$ cat src/hdl/bkvm_pkg.sv
`timescale 1ns / 1ps
`default_nettype none
// ----------------------------------------------------------------------------
// bkvm_pkg
// Shared types and constants for the bucketed key/value map.
// ----------------------------------------------------------------------------
package bkvm_pkg;

	localparam int KEY_W   = 32;
	localparam int VAL_W   = 32;
	localparam int BC_W    = 7;
	localparam int APB_AW  = 3;
	localparam int APB_DW  = 32;

	localparam int MAX_BUCKETS_DEF      = 64;
	localparam int SLOTS_PER_BUCKET_DEF = 4;

	localparam logic [BC_W-1:0] BC_RESET = 7'd64;

	// register index is paddr[2]
	localparam logic REG_BUCKET_COUNT = 1'b0;

	localparam logic [1:0] CMD_PUT    = 2'd0;
	localparam logic [1:0] CMD_GET    = 2'd1;
	localparam logic [1:0] CMD_REMOVE = 2'd2;

	typedef struct packed {
		logic [1:0]              cmd;
		logic [KEY_W-1:0]        key;
		logic signed [VAL_W-1:0] value_in;
	} req_t;

	typedef struct packed {
		logic                    ok;
		logic signed [VAL_W-1:0] value_out;
	} rsp_t;

	typedef enum logic [2:0] {
		ST_CLEAR,
		ST_IDLE,
		ST_DIV,
		ST_SCAN,
		ST_ACT
	} state_t;

	// controller -> datapath
	typedef struct packed {
		logic load;
		logic div_step;
		logic scan_issue;
		logic commit;
		logic clr_start;
		logic clr_step;
	} ctl_t;

	// datapath -> controller
	typedef struct packed {
		logic div_last;
		logic scan_done;
		logic clr_last;
		logic out_busy;
	} st_t;

endpackage
`default_nettype wire

$ cat src/hdl/bkvm_ctrl.sv
`timescale 1ns / 1ps
`default_nettype none
// ----------------------------------------------------------------------------
// bkvm_ctrl
// Sequencer: table clear, remainder, bucket scan, commit.
// ----------------------------------------------------------------------------
module bkvm_ctrl
	import bkvm_pkg::*;
(
	input  wire logic clk,
	input  wire logic arst_n,
	input  wire logic cfg_clr,
	input  wire logic req_valid,
	output logic      req_ready,
	input  wire st_t  st,
	output ctl_t      ctl
);

	state_t state_q, state_d;

	always_ff @(posedge clk or negedge arst_n) begin
		if (!arst_n) begin
			state_q <= ST_CLEAR;
		end else begin
			state_q <= state_d;
		end
	end

	always_comb begin
		state_d   = state_q;
		ctl       = '0;
		req_ready = 1'b0;
		if (cfg_clr) begin
			ctl.clr_start = 1'b1;
			state_d       = ST_CLEAR;
		end else begin
			unique case (state_q)
				ST_CLEAR: begin
					ctl.clr_step = 1'b1;
					if (st.clr_last) begin
						state_d = ST_IDLE;
					end
				end
				ST_IDLE: begin
					req_ready = 1'b1;
					if (req_valid) begin
						ctl.load = 1'b1;
						state_d  = ST_DIV;
					end
				end
				ST_DIV: begin
					ctl.div_step = 1'b1;
					if (st.div_last) begin
						state_d = ST_SCAN;
					end
				end
				ST_SCAN: begin
					if (st.scan_done) begin
						state_d = ST_ACT;
					end else begin
						ctl.scan_issue = 1'b1;
					end
				end
				ST_ACT: begin
					if (!st.out_busy) begin
						ctl.commit = 1'b1;
						state_d    = ST_IDLE;
					end
				end
				default: begin
					state_d = ST_CLEAR;
				end
			endcase
		end
	end

endmodule
`default_nettype wire

$ cat config.mk
export PLATFORM = sky130hd
export DESIGN_NAME = bkvm_ctrl
export DESIGN_NICKNAME = d
export VERILOG_FILES = /design/src/hdl/bkvm_pkg.sv /design/src/hdl/bkvm_ctrl.sv
export SDC_FILE = /design/constraint.sdc
export NUM_CORES = 1
export LEC_CHECK = 0
export BUFFER_PORTS_ARGS = -buffer_cell sky130_fd_sc_hd__buf_2
export CAP_MARGIN = 25
export CELL_PAD_IN_SITES_DETAIL_PLACEMENT = 0
export CELL_PAD_IN_SITES_GLOBAL_PLACEMENT = 1
export CORE_AREA = 2 2 39 41
export CTS_CLUSTER_DIAMETER = 200
export DETAILED_ROUTE_END_ITERATION = 8
export DIE_AREA = 0 0 41 43
export PLACE_DENSITY_LB_ADDON = 0.1
export SLEW_MARGIN = 20
export SYNTH_ARGS = -nofsm -noshare
export SYNTH_HDL_FRONTEND = slang
export SYNTH_SLANG_ARGS = --single-unit
$ cat constraint.sdc
create_clock -name clk -period 1.3 [get_ports clk]
set_input_delay 0.13 -clock clk [delete_from_list [all_inputs] [get_ports clk]]
set_output_delay 0.13 -clock clk [all_outputs]
set_load 0.02 [all_outputs]
==> summary.md <==
| Metric | Value |
|---|---|
| Placed Cells | 60 |
| CORE AREA | 0.001384 mm^2 |
| Worst VDD drop | 351.3 uV |
| Register Area | 78.83 um^2 |
| Area grow syn2layout | 64.84% |
| Max-Cap Viols | 0 |
| DR pass1 iterations | 3 |
| R2r startpoint | state_q[0] |
| Overall global routing resource usage | 10.07% |
| Synthesized area | 274.0 um^2 |
| FMAX | 771.5 MHz |
| Area of the multi-input gates | 175.2 um^2 |
| Max-slew headroom | 87.15% |
| Commonest non-fill, non-tap cells in the layout | 9 x buf_2, 8 x buf_4, 4 x a21oi_1 |
| Worst path max stage delay | 0.44 ns |
| Final core utilization | 32.64% |
| Routed WL per cell | 10.47 um |
| Flops & latches, synth | 3 |
| Drt first-iter violations | 1 |
| Critical setup path kind | flop to primary output |
| Leakage power | 0.0001993 uW |
| Critical-path cell list | nor2_4 -> nand2_2 -> nor3_1 -> buf_4 |
| I/O pins | 15 |
| H-tree depth | 1 |
| DR vias | 311 |
| Hold path startpoint | st[0] |
| Nets | 63 |
| Cells after Synth | 33 |
| Max reg flops | 3 |
| Pwr Total | 452.8 uW |
| Final worst setup slack | 0.003821 ns |
| Rows | 14 |
| Worst-case clock buffer depth | 2 |
| Die Y | 43 um |
| Die width | 41 um |
| Fin Setup TNS | 0 ns |
| CTS sink cnt | 3 |
| Unique masters post-synth | 19 |
| Setup violations, final | 0 |
| Fill count | 155 |
| Pin slew with the least headroom to its limit | 0.1922 ns |
| Worst Path Required | 1.17 ns |
| Largest fanout on the critical path | 4 |
| Critical path arrival | 1.17 ns |
| Outcome | complete, no violations |
| Yosys warns | 0 |
| Final count of pins violating max slew | 0 |
| Largest register by flop count | state_q |
| RSZ-0062 raised after global routing | yes |
| PD cells | 1002 mW/mm^2 |
| First-pass GRT wire length | 1.193 mm |
| Startpoint types | flop |
| Crit path capture type | primary output |
| Clock root cell | clkbuf_4 |
| Post-Place Worst Slack | 0.1126 ns |
| Seq/Total Area, Yosys | 27.40% |
| Final setup skew | 0.0005702 ns |
| Hold EP | state_q[2] |
| Most common cell after layout, fill and taps aside | buf_2 |
| R2R Path End | state_q[0] |
| Post-route ant nets | 0 |
| Post-Layout Cell Count | 70 |
| Routed WL | 733 um |
| Starting Density | 19.80% |
| Syn_nets | 41 |
| Avg Synthesized Cell Area | 8.303 um^2 |
| Largest net degree at the start of global routing | 9 |
| Critical Path Slowest Stage Cell | dfrtp_2 |
| GRT overflow | 0 |
| Worst-path clk slew | 0.04 ns |
| Clock latency on the worst-skew pair | 0.23 ns |
| Largest registers | state_q (3) |
| Drt via density | 4.443 |
| Initial antenna violation count | 0 |
| Port bufs | 14 |
| Clock period minus worst slack | 1.296 ns |
| Global placer's final weighted congestion | 0.5971 |
| Antenna diodes | 0 |
| CTS tree | yes |
| Vias in the first global route | 306 |
| Flop2flop setup slack | 0.12 ns |
| HP Class | input pin to flop |
| Worst Reg2Reg Path Length in Cells | 3 |
| CTS Buf Count | 3 |
| Period utilization | 99.71% |
| Final Hold Viols | 0 |
| Share of layout cells above drive strength 1 | 61.11% |
| Worst Hold Depth | 3 |
| DRC violations left | 0 |
| Die area | 0.001763 mm^2 |
-- cells in the mapped netlist (all sizes together) --
cell | instances | area share [%]
nor2b | 1 | 2.3
nor3 | 3 | 5.5
nor2 | 4 | 8.2
nor3b | 1 | 4.6
o2111ai | 1 | 3.2
dfrtp | 3 | 27
inv | 1 | 1.4
nor4b | 2 | 8.7
and3b | 1 | 3.2
a21oi | 4 | 7.3
nand3 | 1 | 1.8
o21ai | 1 | 1.8
nand4b | 1 | 3.2
nor4 | 1 | 2.3
nand2 | 4 | 5.5
buf | 4 | 14
-- layer usage --
metal	GRT usage [%]	vias to the layer above	wire length [um]	share of wire, %
met4	8.000	0	0	0
met2	15.31	10	354	48
li1	-	161	-	-
met1	11.69	140	325	44
met5	0	-	0	0
met3	1.571	0	53	7.2
-- stage by stage --
stage          cell area, um^2  hold WS (ns)
2_1_floorplan            286.5       -0.1656
3_3_place_gp             346.6      -0.07473
3_5_place_dp             346.6      -0.07244
4_1_cts                  444.2        0.1928
5_1_grt                  451.7        0.2031
6_report                 451.7        0.1907
-- critical path, delay by kind of cell, from the launching register on --
kind	cells	cell delay (ns)
buffers and inverters	1	0.17
flip-flops	1	0.44
AND/OR/NAND/NOR	3	0.33
-- worst max-delay path by stage --
| stage | start | end | slack [ns] | depth (start not counted) |
|---|---|---|---|---|
| after floorplan | state_q[2] | ctl[5] | 0.03 | 4 |
| after global placement | state_q[1] | ctl[2] | 0.14 | 4 |
| after detailed placement | state_q[1] | ctl[2] | 0.11 | 4 |
| after CTS | state_q[2] | ctl[3] | -0.01 | 4 |
| after global routing | state_q[2] | ctl[5] | -0.1 | 4 |
| final | state_q[2] | ctl[5] | 0.004 | 4 |
-- power by group --
group	internal (uW)	total, uW	switching (uW)
sequential	106	127	21.2
combinational	81.8	164	82.0
clock	115	161	46.6
total	303	453	150
-- timing repair --
| item | 4_1_cts | 5_1_grt |
|---|---|---|
| gates resized for setup | 9 | 3 |
| setup buffers | 5 | 0 |
| pin swaps | 2 | 0 |
| hold endpoints to repair | 3 | 0 |
| hold buffers | 1 | 0 |
| setup endpoints to repair | 6 | 5 |
-- kinds of logic after synthesis --
kind of cell	share of synthesized area, %
compound gates	12.33
flops	27.40
simple gates	45.20
buf+inv	15.06
-- cell type report --
type,instances,area share (%)
sequential,3,17.45
tap,16,4.432
timing repair buffer,21,32.69
inverter,1,0.8310
multi-input combinational,25,38.78
clock buffer,4,5.817
No activity file was read; power rests on OpenSTA's default activity.
